**config.mk**
```make
export PLATFORM = sky130hd
export DESIGN_NAME = lsh_back
export DESIGN_NICKNAME = d
export VERILOG_FILES = /design/src/design/lsh_pkg.sv /design/src/design/lsh_back.sv
export SDC_FILE = /design/constraint.sdc
export NUM_CORES = 1
export LEC_CHECK = 0
export ABC_CLOCK_PERIOD_IN_PS = 1000
export BUFFER_PORTS_ARGS = -buffer_cell sky130_fd_sc_hd__buf_4
export CORE_AREA = 8 8 45 47
export CTS_CLUSTER_SIZE = 40
export DETAILED_ROUTE_END_ITERATION = 8
export DIE_AREA = 0 0 53 55
export PLACE_DENSITY = 0.47
export SLEW_MARGIN = 20
export SYNTH_ARGS = -nofsm -noshare
export SYNTH_HDL_FRONTEND = slang
export SYNTH_SLANG_ARGS = --single-unit
```
**constraint.sdc**
```tcl
create_clock -name clk -period 1 [get_ports clk]
set_input_delay 0.2 -clock clk [delete_from_list [all_inputs] [get_ports clk]]
set_output_delay 0.2 -clock clk [all_outputs]
set_load 0.005 [all_outputs]
```
**src/design/lsh_pkg.sv**
```systemverilog
// ----------------------------------------------------------------------------
// lsh_pkg
// Shared types and constants for the laplacian sharpening stream.
// ----------------------------------------------------------------------------
package lsh_pkg;

  localparam int DEF_MAX_WIDTH  = 1024;
  localparam int DEF_MAX_HEIGHT = 4096;

  // configuration register fields
  localparam int FW_W       = 11;
  localparam int FH_W       = 13;
  localparam int CFG_DATA_W = 13;
  localparam int CFG_IDX_W  = 1;

  localparam logic [FW_W-1:0] FW_RESET = FW_W'(640);
  localparam logic [FH_W-1:0] FH_RESET = FH_W'(480);

  localparam logic [CFG_IDX_W-1:0] CFG_FRAME_WIDTH  = 1'b0;
  localparam logic [CFG_IDX_W-1:0] CFG_FRAME_HEIGHT = 1'b1;

  // queue between front and back
  localparam int QDEPTH = 4;
  localparam int QAW    = $clog2(QDEPTH);
  localparam int QCW    = $clog2(QDEPTH + 1);

  typedef struct packed {
    logic [7:0] pixel_in;
    logic       frame_start;
  } lsh_in_t;

  typedef struct packed {
    logic [7:0] pixel_out;
    logic       frame_end;
    logic       last_in_run;
  } lsh_out_t;

  // one queued input: sharpened value, last-row flag, end-of-frame column flag
  typedef struct packed {
    logic [7:0] val;
    logic       two;
    logic       fend;
  } lsh_entry_t;

  typedef struct packed {
    logic       valid;
    lsh_entry_t entry;
  } lsh_push_t;

  typedef struct packed {
    logic [QCW-1:0] count;
    logic           nonempty;
  } lsh_qstat_t;

endpackage

```
**src/design/lsh_back.sv**
```systemverilog
// ----------------------------------------------------------------------------
// lsh_back
// Output side: turns each queue entry into one result, or two on the
// last row (the delayed pixel, then the row's own zero border result).
// ----------------------------------------------------------------------------
module lsh_back (
  input  logic                 clk,
  input  logic                 rst_n,
  input  lsh_pkg::lsh_entry_t  head,
  input  lsh_pkg::lsh_qstat_t  qstat,
  output logic                 pop,
  output logic                 out_valid,
  input  logic                 out_stall,
  output lsh_pkg::lsh_out_t    out_data
);
  import lsh_pkg::*;

  logic second_r, second_nxt;
  logic xfer;

  assign out_valid = qstat.nonempty;
  assign xfer      = out_valid && !out_stall;
  assign pop       = xfer && (second_r || !head.two);

  always_comb begin
    second_nxt = second_r;
    if (xfer) begin
      second_nxt = head.two && !second_r;
    end
  end

  always_ff @(posedge clk) begin
    if (!rst_n) begin
      second_r <= 1'b0;
    end else begin
      second_r <= second_nxt;
    end
  end

  always_comb begin
    if (second_r) begin
      out_data.pixel_out   = '0;
      out_data.frame_end   = head.fend;
      out_data.last_in_run = 1'b1;
    end else begin
      out_data.pixel_out   = head.val;
      out_data.frame_end   = 1'b0;
      out_data.last_in_run = !head.two;
    end
  end

endmodule
```
# == Yosys cells after proc, flatten, opt, wreduce, memory -nomap -nowiden ==
# Cells that the tools add are included.
# word_totals
ff_bits,1
input_bits,17
output_inout_bits,12
word_cells,9
# op_classes
mux,1
reduce_logical,7
# op_table
operator,n
10-bit 2-to-1 mux,1
1-bit logical AND,3
1-bit logical NOT,3
1-bit logical OR,1

# == Logic depth before layout (Yosys ltp) ==
# logic_depth
depth_word,3
ltp_mapped,4
mapped_depth_nobuf,3

# == Worst setup path after synthesis ==
# Ideal clock, no wire load.
# synth_path
path_type,reg2reg
startpoint,register second_r
endpoint,register second_r
setup_ns,0.062
arrival_ns,0.810
setup_slack_ns,0.129
stages_incl_launch_ff,4
n_path_buf,0
cell_sequence,dfxtp_1 nand2b_2 mux2_4 nor2b_2
# synth_between
elab_chain_len,2
# synth_rtl
item,line_no,source
"start, declared",lsh_back.sv:18,"logic second_r, second_nxt;"
"start signal, assigned",lsh_back.sv:36,second_r <= second_nxt;
1-bit logical NOT,lsh_back.sv:28,second_nxt = head.two && !second_r;
1-bit logical AND,lsh_back.sv:28,
# No other way between the ends.
# A chain may end at the register's enable or synchronous reset.

# == Final worst setup path ==
# layout_path
startpoint,register second_r
endpoint,output port pop
# layout_between
elab_chain_len,2
# layout_rtl
item,line_no,source
1-bit logical OR,lsh_back.sv:23,assign pop = xfer && (second_r || !head.two);
1-bit logical AND,lsh_back.sv:23,
"end, declared",lsh_back.sv:11,"output logic pop,"
# No other way between the ends.

==> impl_metrics.py <==
metrics = {
    "worst_setup_path": {
        "cpMaxStageDelayCell": "dfxtp_4",
        "crit_end": "pop",
        "arrival_ns": 0.74,
        "cp-startpoint": "second_r",
        "worstPathCellList": "nand2b_4 -> and2_4 -> buf_4",
        "r2r_cells": 3,
        "endpoint_kind": "output pin",
        "cp_max_fo": 8,
        "worst_ep_required_time_ns": 0.80,
        "critPathKind": "register to output pin",
        "critPathLaunchType": "register",
        "cp_slowest_stage_delay_ns": 0.34,
        "r2r-start": "second_r",
        "r2r_slack_ns": 0.09,
        "rr_endpoint": "second_r",
    },
    "final_layout": {
        "largest_registers": "second_r (1)",
        "nets": 61,
        "regMostFlops": "second_r",
        "postLayoutCoreUtil": 0.263,
        "layout-drive-gt1-share": 0.786,
        "largest_register_ffs": 1,
        "area_growth_pct": 137,
        "diodes": 0,
        "fill_cells": 155,
    },
    "die": {
        "die_height_um": 55,
        "core_area_um2": 1380,
        "start_util": 0.111,
        "dieWidth_um": 53,
        "num_io_pins": 29,
        "rows": 14,
        "die_area_um2": 2920,
    },
    "power": {
        "p_int_uw": 140,
        "p_sw_frac": 0.231,
        "irDropWorstVdd_uv": 219,
        "power_density_nw_per_um2": 501,
        "power_switching_uw": 42.2,
        "seqPwrFrac": 0.249,
        "combPwrFrac": 0.751,
        "power_leakage_nw": 0.194,
        "clock_power_share": 0,
    },
    "synthesis": {
        "synth_area_per_cell_um2": 8.55,
        "yosysTopAreaCell": "and2b_1",
        "synth_cells": 18,
        "synth_warnings": 0,
        "synthDistinctLibCells": 11,
        "ys_seq_elements": 1,
        "ys_seq_area_frac": 0.130,
        "synth_area_um2": 154,
        "synthTopCellsByArea": "and2b_1 20%, nor2b_1 16%, dfxtp_1 13%, buf_4 9.8%, mux2_4 9.8%",
        "syn_nets": 35,
        "synth_top_cell_area_share": 0.195,
    },
    "global_route": {
        "grt_pass1_wl_um": 855,
        "grt-ovfl-total": 0,
        "antenna_found_initial": 0,
        "grt_pass1_vias": 214,
        "track_usage": 0.0355,
        "grt_start_max_net_pins": 9,
    },
    "sta": {
        "relSlewSlack": 0.933,
        "slew_viol_final": 0,
        "setup_slack_ns": 0.0625,
        "setup_violations": 0,
        "hold_viol": 0,
        "worst_pin_slew_ns": 0.100,
        "fin_crit_sh": 0.937,
        "tns_ns": 0,
        "max_freq_mhz": 1070,
        "finClkSkew_ns": 0,
        "finalCriticalPeriod_ns": 0.937,
        "rsz0062_at_grt": "false",
        "worst_hold_slack_ns": 0.414,
    },
    "worst_hold_path": {
        "hp-class": "primary input to register",
    },
    "drt": {
        "drc": 0,
        "wirelength_um": 589,
        "drt_pass1_iterations": 1,
        "drtIter0Drc": 0,
        "viasPerCell": 3.53,
        "wl_per_cell_um": 10.2,
        "vias": 205,
        "antenna_left": 0,
    },
    "clocking": {
        "cts_hold_buf": 0,
        "worstSkewPairLatency_ns": 0,
        "clk_pin_slew_worst_paths_ns": 0,
        "post_cts_buffers": 0,
    },
    "place": {
        "post-place-ws_ns": -0.0738,
        "place_congestion": 0.711,
        "numPortBuffers": 25,
    },
    "run": {
        "maxCapViolCount": 0,
    },
    "run_status": {
        "outcome": "complete, no violations",
    },
}
[how the worst min path moves through the flow]
stage,end,slack [ns],startpoint,cells after the start
final,second_r,0.41,rst_n,2
after CTS,second_r,0.42,rst_n,2
after global routing,second_r,0.42,rst_n,2
after global placement,second_r,0.41,rst_n,2
after floorplan,second_r,0.33,rst_n,1
after detailed placement,second_r,0.42,rst_n,2
[logic make-up after synthesis]
family,synth area share
simple gates,0.650
flops,0.130
buf+inv,0.122
mux,0.0975
[layout make-up]
type / count / area (um2) / share of cell area
multi-input combinational: 14 / 121 / 0.333
inverter: 1 / 3.75 / 0.0103
timing repair buffer: 26 / 195 / 0.536
tap: 16 / 20.0 / 0.0550
sequential: 1 / 23.8 / 0.0653
[through the flow]
step / instances / power (mW) / area, um2
5_1_grt: 58 / 0.195 / 364
2_1_floorplan: 18 / 0.0935 / 154
6_report: 58 / 0.182 / 364
3_3_place_gp: 58 / 0.183 / 354
4_1_cts: 58 / 0.186 / 360
3_5_place_dp: 58 / 0.183 / 354
[synthesized netlist by cell type]
cell and instances:
and2b_1 4, nor2b_1 4, buf_4 2, and2_1 1, and2_2 1, dfxtp_1 1
inv_2 1, mux2_4 1, nand2b_2 1, nor2b_2 1, nor2b_4 1
[placed cells by master (no fill, tap or decap)]
cell / instances
inv_2: 1
buf_4: 26
nand2b_4: 1
and2_1: 1
nor2b_4: 1
nor2b_2: 1
dfxtp_4: 1
nor2b_1: 4
and2b_1: 4
mux2_4: 1
and2_4: 1
[worst max-delay path: cells and delay by family (launching register included)]
kind | cells | cell delay (ns)
and+or+nand+nor | 2 | 0.27
buffers and inverters | 1 | 0.12
DFF | 1 | 0.34
[power by group through the flow]
stage	registers [mW]	clock network [mW]	logic (mW)
final	0.0454	0	0.137
after global routing	0.0464	0	0.149
after CTS	0.0476	0	0.139
after detailed placement	0.0469	0	0.136
after global placement	0.0473	0	0.135
after floorplan	0.0434	0	0.0502
[metal layers]
metal / global-route usage / vias to the layer above / wire length (um)
li1: - / 100 / -
met1: 0.0393 / 88 / 226
met2: 0.0645 / 17 / 252
met3: 0.0160 / 0 / 110
met4: 0 / 0 / 0
met5: 0 / - / 0
[timing repair]
item	in CTS	in global routing
endpoints found under the hold margin	0	0
resized for setup	2	2
endpoints found under the setup margin	2	1
Power figures use the tool's default switching activity.
