## config.mk

```make
export PLATFORM = sky130hd
export DESIGN_NAME = lsh_queue
export DESIGN_NICKNAME = d
export VERILOG_FILES = /design/src/design/lsh_pkg.sv /design/src/design/lsh_queue.sv
export SDC_FILE = /design/constraint.sdc
export NUM_CORES = 1
export LEC_CHECK = 0
export BUFFER_PORTS_ARGS = -buffer_cell sky130_fd_sc_hd__buf_4
export CAP_MARGIN = 20
export CORE_ASPECT_RATIO = 2
export CORE_UTILIZATION = 51
export CTS_CLUSTER_DIAMETER = 60
export DETAILED_ROUTE_END_ITERATION = 10
export GPL_TIMING_DRIVEN = 0
export PLACE_DENSITY = 0.73
export SLEW_MARGIN = 40
export SYNTH_ARGS = -nofsm -noshare
export SYNTH_HDL_FRONTEND = slang
export SYNTH_SLANG_ARGS = --single-unit
```

## constraint.sdc

```tcl
create_clock -name clk -period 3 [get_ports clk]
set_clock_uncertainty 0.05 [all_clocks]
set_input_delay 0.6 -clock clk [delete_from_list [all_inputs] [get_ports clk]]
set_output_delay 0.6 -clock clk [all_outputs]
set_load 0.005 [all_outputs]
```

## src/design/lsh_pkg.sv

```systemverilog
// ----------------------------------------------------------------------------
// lsh_pkg
// Shared types and constants for the laplacian sharpening stream.
// ----------------------------------------------------------------------------
package lsh_pkg;

  localparam int DEF_MAX_WIDTH  = 1024;
  localparam int DEF_MAX_HEIGHT = 4096;

  // configuration register fields
  localparam int FW_W       = 11;
  localparam int FH_W       = 13;
  localparam int CFG_DATA_W = 13;
  localparam int CFG_IDX_W  = 1;

  localparam logic [FW_W-1:0] FW_RESET = FW_W'(640);
  localparam logic [FH_W-1:0] FH_RESET = FH_W'(480);

  localparam logic [CFG_IDX_W-1:0] CFG_FRAME_WIDTH  = 1'b0;
  localparam logic [CFG_IDX_W-1:0] CFG_FRAME_HEIGHT = 1'b1;

  // queue between front and back
  localparam int QDEPTH = 4;
  localparam int QAW    = $clog2(QDEPTH);
  localparam int QCW    = $clog2(QDEPTH + 1);

  typedef struct packed {
    logic [7:0] pixel_in;
    logic       frame_start;
  } lsh_in_t;

  typedef struct packed {
    logic [7:0] pixel_out;
    logic       frame_end;
    logic       last_in_run;
  } lsh_out_t;

  // one queued input: sharpened value, last-row flag, end-of-frame column flag
  typedef struct packed {
    logic [7:0] val;
    logic       two;
    logic       fend;
  } lsh_entry_t;

  typedef struct packed {
    logic       valid;
    lsh_entry_t entry;
  } lsh_push_t;

  typedef struct packed {
    logic [QCW-1:0] count;
    logic           nonempty;
  } lsh_qstat_t;

endpackage

```

## src/design/lsh_queue.sv

```systemverilog
// ----------------------------------------------------------------------------
// lsh_queue
// Small first-in first-out buffer between the kernel and the output side.
// ----------------------------------------------------------------------------
module lsh_queue (
  input  logic                 clk,
  input  logic                 rst_n,
  input  lsh_pkg::lsh_push_t   push,
  input  logic                 pop,
  output lsh_pkg::lsh_entry_t  head,
  output lsh_pkg::lsh_qstat_t  qstat
);
  import lsh_pkg::*;

  lsh_entry_t     buf_r [QDEPTH];
  logic [QAW-1:0] wr_ptr_r, rd_ptr_r;
  logic [QCW-1:0] count_r, count_nxt;

  always_comb begin
    count_nxt = count_r;
    if (push.valid && !pop) begin
      count_nxt = count_r + QCW'(1);
    end else if (pop && !push.valid) begin
      count_nxt = count_r - QCW'(1);
    end
  end

  always_ff @(posedge clk) begin
    if (!rst_n) begin
      wr_ptr_r <= '0;
      rd_ptr_r <= '0;
      count_r  <= '0;
    end else begin
      count_r <= count_nxt;
      if (push.valid) begin
        wr_ptr_r <= (32'(wr_ptr_r) == QDEPTH - 1) ? '0 : wr_ptr_r + QAW'(1);
      end
      if (pop) begin
        rd_ptr_r <= (32'(rd_ptr_r) == QDEPTH - 1) ? '0 : rd_ptr_r + QAW'(1);
      end
    end
  end

  always_ff @(posedge clk) begin
    if (push.valid) begin
      buf_r[wr_ptr_r] <= push.entry;
    end
  end

  assign head           = buf_r[rd_ptr_r];
  assign qstat.count    = count_r;
  assign qstat.nonempty = (count_r != '0);

endmodule

```

Word level (Yosys, flattened, before mapping)
Memories as Yosys holds them, arrays and structs flattened. A register that Yosys moved wholly into a read port is not among the register bits.
Cells that the tools add are included.
{"block": "totals", "out_inout_bits": 14, "inputBits": 14, "elab_cells": 24, "mem_bits_rw": 40, "mem_bits_ro": 0, "ff_bits": 7, "n_memories": 1, "latchBits": 0}
{"block": "classes", "eq_ne": 2, "addsub": 4, "div_mod_pow": 0, "muxes": 8, "n_mul": 0, "shifts": 0, "n_bitwise": 0, "order_cmp": 0, "reduce_logical": 6}
{"name": "buf_r", "words": 4, "word_bits": 10, "rd": 1, "rd_ports_with_merged_regs": 1, "wr": 1, "line": "lsh_queue.sv:15", "source": "lsh_entry_t buf_r [QDEPTH];"}
{"operator": "2-bit 2-to-1 mux", "count": 4}
{"operator": "3-bit 2-to-1 mux", "count": 2}
{"operator": "2-bit by 1-bit adder with 2-bit output (second input constant)", "count": 2}
{"operator": "2-bit == test (second input constant)", "count": 2}
{"operator": "3-bit by 1-bit adder with 3-bit output (second input constant)", "count": 1}
{"operator": "3-bit nonzero test", "count": 1}
{"operator": "3-bit by 1-bit subtractor with 3-bit output (second input constant)", "count": 1}
{"operator": "1-bit logical AND", "count": 2}
{"operator": "1-bit logical NOT", "count": 2}
{"operator": "1-bit 2-to-1 mux", "count": 2}
{"operator": "2-bit nonzero test", "count": 1}

Logic depth before layout (Yosys ltp)
Gate-level depths: netlist of run 1.
{"block": "logic_depth", "word_depth": 4, "mapped_depth": 7, "ltp_nobuf": 7}

Worst setup path before layout of run 1
OpenSTA, ideal clock, no wires.
{"block": "synth_path", "path_type": "input port to flip-flop", "start": "input pop", "end": "register count_r[2]", "path_slack_ns": 1.087, "setup_time_ns": 0.070, "cell_stages": 7, "arrival_time_ns": 1.793, "path_cell_list": "inv_1 > ha_1 > inv_1 > fa_1 > xor2_1 > or3_1 > a21boi_1"}
{"block": "synth_between", "elab_chain_cells": 3, "elab_cells_between_ends": 5}
{"element": "from (decl)", "line": "lsh_queue.sv:9", "source": "input logic pop,"}
{"element": "1-bit logical NOT", "line": "lsh_queue.sv:21", "source": "if (push.valid && !pop) begin"}
{"element": "1-bit logical AND", "line": "lsh_queue.sv:21"}
{"element": "3-bit 2-to-1 mux or 2-bit nonzero test (tied branches)"}
{"element": "to (signal assigned)", "line": "lsh_queue.sv:34", "source": "count_r <= count_nxt;"}
{"element": "to (decl)", "line": "lsh_queue.sv:17", "source": "logic [QCW-1:0] count_r, count_nxt;"}
Parallel ways exist; a longest one is shown, timed or not.
A chain may end at the register's enable or synchronous reset.

==> impl_results.md, run 1 <==
* All-Layer GR Usage at 17.1%
* Row count at 31
* Setup TNS at 0 ns
* Post-Synth Simple-Gate Area at 4.43%
* Critical path launch point type: register
* Postcts setup bufs at 0
* M3 GR Usage at 4.54%
* Crit path kind: reg2out
* Post-synthesis mux area share at 14.0%
* Clk_lat worst skew at 0.29 ns
* Filler instances at 290
* Yosys cell types at 19
* Nature of the critical path endpoint: output port
* Clock buffer depth at 2
* Final min period at 2.15 ns
* Core area at 0.00357 mm^2
* Final setup viols at 0
* Status: finished, final reports clean
* Synth top area share at 63.4%
* XOR/XNOR Fraction of Synth Area at 0.925%
* Die Wd at 45.1 um
* RSZ-0062 raised after global routing: no
* WL final at 2.85 mm
* GR met2 Demand/Resource at 29.2%
* Fmax at 0.465 GHz
* Layout cell share with drive strength beyond 1 at 33.8%
* HP Class: in2reg
* Area growth syn-to-layout at 18.2%
* Routed len/inst at 15.9 um
* Worst slew pin tran at 0.536 ns
* Yosys warning total at 0
* Seq pwr share at 60.0%
* M1 GR Usage at 18.3%
* Detail Route Antenna Nets at 0
* Die Span Y at 88.2 um
* H-tree lvl count at 2
* Clock transition at the registers of the reported paths at 0.08 ns
* Slew Limit Fails at 0
* Final worst-path cycle share at 71.7%
* Netlist Area Pre-Place at 0.00189 mm^2
* Pwr per Cell Area at 589 mW/mm^2
* Adder-cell share of the synthesized area at 5.02%
* Worst reg2reg setup slack at 1.48 ns
* Final worst slack at 0.849 ns
* Hold Slack at 0.454 ns
* Pleak at 0.814 nW
* Port bufs at 27
* Ant diodes at 0
* Post_cts resized at 0
* Total CTS buffers at 5
* Largest cells by area after synthesis: edfxtp_1 63%, mux4_2 12%, dfxtp_1 9.5%
* CTS tree: done
* Placed Cells at 171
* Peak VDD IR at 0.525 mV
* Critical Path AT at 1.50 ns
* Total power at 0.00132 W
* Via Count at 930
* Clock sink count at 49
* Vias per cell at 5.20
* Number of I/O pins at 28
* Root Buffer: clkbuf_8
* Post-Layout Cell Count at 179
* Synth area leader: edfxtp_1
* Internal power at 0.00104 W
* Hold Buf Count CTS at 0
* Synth Area in Compound Gates at 1.06%
* GR peak layer: met2
* Sequential share of the synthesized area at 72.9%
* Flops & latches, synth at 49
* Hpwl dp at 2.07 mm
* Post-Syn Nets at 116
* Crit path max fanout at 10
* Initial DRT Pass Iterations at 4
* Die area at 0.00398 mm^2
* Initial antenna violation count at 0
* Placer Congestion at 0.659
* Mapped Cells at 95
* Combinational power share at 12.8%
* Drt drc at 0
* Number of max-cap violations at 0
* Net switching power at 0.000281 W
* Pin count of the biggest net entering global routing at 14
* Net Sw Frac at 21.3%
* Drt first-iter violations at 10
* Slew margin rel. at 64.2%
* Hold Fails Final Rpt at 0
* First-pass GRT wire length at 4.62 mm
* Number of global-route vias before repair at 963
* GRT overflow at 0
* Post-place setup slack at 0.861 ns
* Starting Density at 53.1%
* Nets at 150
* Clock power frac at 27.2%
* Largest family of logic cells by synthesized area: multiplexers
* WP data required at 2.35 ns
* Avg Synthesized Cell Area at 19.9 um^2
[registers in the layout, summed over array words and instances, names as in the netlist, named ones only]
register and flops:
count_r 3, rd_ptr_r 2, buf_r 40, wr_ptr_r 2
[cell families (layout without fill, tap and decap cells)]
kind of cell               Yosys count  count (layout)
xor gates and xnor gates             2               2
buffers and inverters                6              41
DFF                                 49              49
muxes                               14              14
adders and majority gates            7               7
and+or+nand+nor                     14              14
AOI/OAI and AO/OA                    3               3
[layout by cell type, fill, tap and decap left out]
master and count:
dfxtp_1 9, fa_1 1, ha_1 6, nor2_1 1, clkbuf_8 5, a21boi_1 1, mux2i_1 4, or3_1 2
xor2_1 1, o21ai_0 1, mux4_2 10, inv_1 4, edfxtp_1 40, clkbuf_1 3, nor2b_1 5, buf_4 27
xnor2_1 1, buf_6 1, and2_1 5, nor3_1 1, clkbuf_2 1, o21a_1 1
[per-stage QoR]
stage               utilization (%)  area (um^2)
finish                         62.7         2240
global route                   62.7         2240
CTS                            62.7         2240
detailed placement             60.5         2160
global placement               60.5         2160
floorplan                         -         1890
[power by group through the flow]
stage	clock, W	sequential, W	combinational (W)
after floorplan	0	0.000804	0.0000907
after global placement	0	0.000805	0.000166
after detailed placement	0	0.000808	0.000173
after CTS	0.000368	0.000793	0.000173
after global routing	0.000392	0.000797	0.000188
final	0.000358	0.000792	0.000169
[layer usage]
metal	vias up	share of wire (%)
met1	470	37
met3	4	3.7
met4	0	2.0
li1	432	-
met2	24	57
met5	-	0
[synthesized netlist by cell type]
library cell / instances
fa_1: 1
ha_1: 6
or3_1: 2
edfxtp_1: 40
xor2_1: 1
nor2b_1: 5
dfxtp_1: 9
buf_6: 1
nor3_1: 1
o21ai_0: 1
mux4_2: 10
nor2_1: 1
and2_1: 5
xnor2_1: 1
o21a_1: 1
clkbuf_2: 1
inv_1: 4
mux2i_1: 4
a21boi_1: 1
[critical path, cell delays in order, from the launching register on]
cell and delay, ns:
dfxtp_1 0.34, buf_6 0.19, mux4_2 0.52, buf_4 0.15
[path summary, 6_finish.rpt]
kind / startpoint / to / cells past startpoint
setup / recovery: register / head[3] / 3
hold / removal: push[2] / buf_r[1][2]$_DFFE_PP_ / 1
setup reg to reg: count_r[0]$_SDFFE_PN0P_ / count_r[2]$_SDFFE_PN0P_ / 4
hold reg to reg: count_r[2]$_SDFFE_PN0P_ / count_r[2]$_SDFFE_PN0P_ / 2
[cell type report]
cell class,count,area [um^2],area share [%]
Clock buffer,8,80.1,3.58
Inverter,4,15.0,0.671
Buffer,2,16.3,0.727
Sequential cell,49,1380,61.7
Multi-Input combinational cell,40,482,21.5
Tap cell,49,61.3,2.74
Timing Repair Buffer,27,203,9.06
No activity file was read; power rests on OpenSTA's default activity.
==> run 2: changes to the inputs <==
--- a/config.mk
+++ b/config.mk
@@ -8,11 +8,11 @@
 export BUFFER_PORTS_ARGS = -buffer_cell sky130_fd_sc_hd__buf_4
 export CAP_MARGIN = 20
 export CORE_ASPECT_RATIO = 2
-export CORE_UTILIZATION = 51
+export CORE_UTILIZATION = 50
 export CTS_CLUSTER_DIAMETER = 60
 export DETAILED_ROUTE_END_ITERATION = 10
 export GPL_TIMING_DRIVEN = 0
-export PLACE_DENSITY = 0.73
+export PLACE_DENSITY = 0.74
 export SLEW_MARGIN = 40
 export SYNTH_ARGS = -nofsm -noshare
 export SYNTH_HDL_FRONTEND = slang
==> constraint.sdc (replaced) <==
create_clock -name clk -period 1.9 [get_ports clk]
set_clock_uncertainty 0.05 [all_clocks]
set_input_delay 0.38 -clock clk [delete_from_list [all_inputs] [get_ports clk]]
set_output_delay 0.38 -clock clk [all_outputs]
set_load 0.005 [all_outputs]
==> impl_results.md, run 2 (synthesis results as in run 1) <==
* Crit path max fanout at 5
* Vias per cell at 5.15
* Final worst-path cycle share at 99.5%
* Seq pwr share at 55.2%
* H-tree lvl count at 2
* Number of max-cap violations at 0
* Ant diodes at 0
* Most common cell after layout, fill and taps aside: edfxtp_1
* Hold Startpoint: push[8]
* Port bufs at 27
* All-Layer GR Usage at 16.5%
* Hold EP: buf_r[1][8]$_DFFE_PP_
* Starting Density at 52.5%
* Die Wd at 45.5 um
* Placer Congestion at 0.646
* Internal power at 0.00180 W
* Top Registers: buf_r (40), count_r (3)
* WL final at 2.96 mm
* GRT overflow at 0
* Clk_lat worst skew at 0.29 ns
* Placed cell area at 0.00216 mm^2
* Hold Fails Final Rpt at 0
* Post-place setup slack at -0.0222 ns
* Clock power frac at 31.4%
* Pleak at 0.856 nW
* Setup TNS at 0 ns
* Die area at 0.00405 mm^2
* Layout cell share with drive strength beyond 1 at 36.6%
* WP data required at 1.47 ns
* Final worst slack at 0.00952 ns
* Number of I/O pins at 28
* Worst slew pin tran at 0.573 ns
* HP Class: in2reg
* Die Span Y at 89.0 um
* Filler instances at 264
* Critical path launch point type: register
* Via Count at 927
* Slowest cell delay on critical path at 0.51 ns
* Initial antenna violation count at 0
* Final min period at 1.89 ns
* Peak VDD IR at 0.723 mV
* Postcts setup bufs at 0
* Worst Reg-to-Reg Cells at 4
* Final Instance Area at 0.00234 mm^2
* Largest Register: buf_r
* Combinational power share at 13.3%
* Pwr per Cell Area at 969 mW/mm^2
* Crit path kind: reg2out
* Clock buffer depth at 2
* Pin count of the biggest net entering global routing at 16
* Net switching power at 0.000471 W
* Nets at 151
* Total CTS buffers at 5
* Net Sw Frac at 20.8%
* Drt drc at 0
* Number of global-route vias before repair at 985
* First-pass GRT wire length at 4.56 mm
* Largest register FFs at 40
* Final setup viols at 0
* Detail Route Antenna Nets at 0
* Hold Buf Count CTS at 0
* Post-Layout Cell Count at 180
* Highest-count cells in the layout ignoring fill and taps: 40 x edfxtp_1, 17 x buf_4, 10 x mux4_2, 10 x buf_6, 8 x dfxtp_1
* Area growth syn-to-layout at 23.4%
* Slew margin rel. at 61.8%
* Fmax at 0.529 GHz
* CTS tree: done
* Drt first-iter violations at 14
* Critical Path AT at 1.46 ns
* Worst reg2reg setup slack at 0.38 ns
* Clock transition at the registers of the reported paths at 0.09 ns
* Root Buffer: clkbuf_8
* Reg2Reg Launch Point: count_r[0]$_SDFFE_PN0P_
* Clock sink count at 49
* FF-to-FF End: count_r[2]$_SDFFE_PN0P_
* Nature of the critical path endpoint: output port
* Row count at 31
* CP Cell Sequence: buf_8, mux4_2, buf_6
* Status: finished, final reports clean
* Hold Path Depth at 1
* Placed Cells at 171
* Core area at 0.00361 mm^2
* Initial DRT Pass Iterations at 4
* Slowest CP cell: mux4_2
* RSZ-0062 raised after global routing: yes
* Routed len/inst at 16.4 um
* Hpwl dp at 2.06 mm
* Slew Limit Fails at 0
-- run 2: worst max path at each step --
stage,startpoint,endpoint,depth (start not counted)
final,register,head[0],3
after global routing,register,head[4],3
after CTS,register,head[0],3
after detailed placement,pop,count_r[2]$_SDFFE_PN0P_,8
after global placement,pop,count_r[2]$_SDFFE_PN0P_,8
after floorplan,pop,count_r[2]$_SDFFE_PN0P_,7
-- run 2: power groups by stage --
stage / logic (W) / registers (W) / clock network (W)
after floorplan: 0.000143 / 0.00127 / 0
after global routing: 0.000335 / 0.00126 / 0.000768
final: 0.000302 / 0.00125 / 0.000712
after detailed placement: 0.000275 / 0.00128 / 0
after global placement: 0.000262 / 0.00127 / 0
after CTS: 0.000298 / 0.00125 / 0.000721
-- run 2: through the flow --
step                hold WS (ns)  total power (W)  util [%]
finish                     0.230          0.00227      64.8
global route               0.220          0.00236      64.8
CTS                        0.225          0.00227      64.3
detailed placement         0.449          0.00155      59.8
global placement           0.440          0.00153      59.8
floorplan                  0.429          0.00141         -
-- run 2: cell type report --
| cell class | instances | area, um^2 | share of cell area [%] |
|---|---|---|---|
| inverter | 4 | 15.0 | 0.642 |
| timing repair buffer | 28 | 268 | 11.4 |
| clock buffer | 6 | 72.6 | 3.10 |
| sequential | 49 | 1390 | 59.2 |
| tap | 49 | 61.3 | 2.62 |
| multi-input combinational | 40 | 482 | 20.6 |
| buffer | 2 | 20.0 | 0.856 |
| clock inverter | 2 | 35.0 | 1.50 |
-- run 2: critical path: cells and delay by family, from the launching register on --
family	cells	cell delay, ns
buffers and inverters	2	0.27
flip-flops	1	0.39
multiplexers	1	0.51
-- run 2: what timing repair did --
item / in CTS / in global routing
pin swaps: 0 / 0
resized for setup: 9 / 5
cloned: 1 / 0
endpoints found under the setup margin: 10 / 10
-- run 2: per-layer routing --
| metal | routed length, um | vias up | track usage (%) |
|---|---|---|---|
| met5 | 0 | - | 0 |
| met4 | 60 | 0 | 7.71 |
| met3 | 101 | 5 | 3.43 |
| met2 | 1750 | 28 | 30.0 |
| met1 | 1050 | 459 | 17.2 |
| li1 | - | 435 | - |
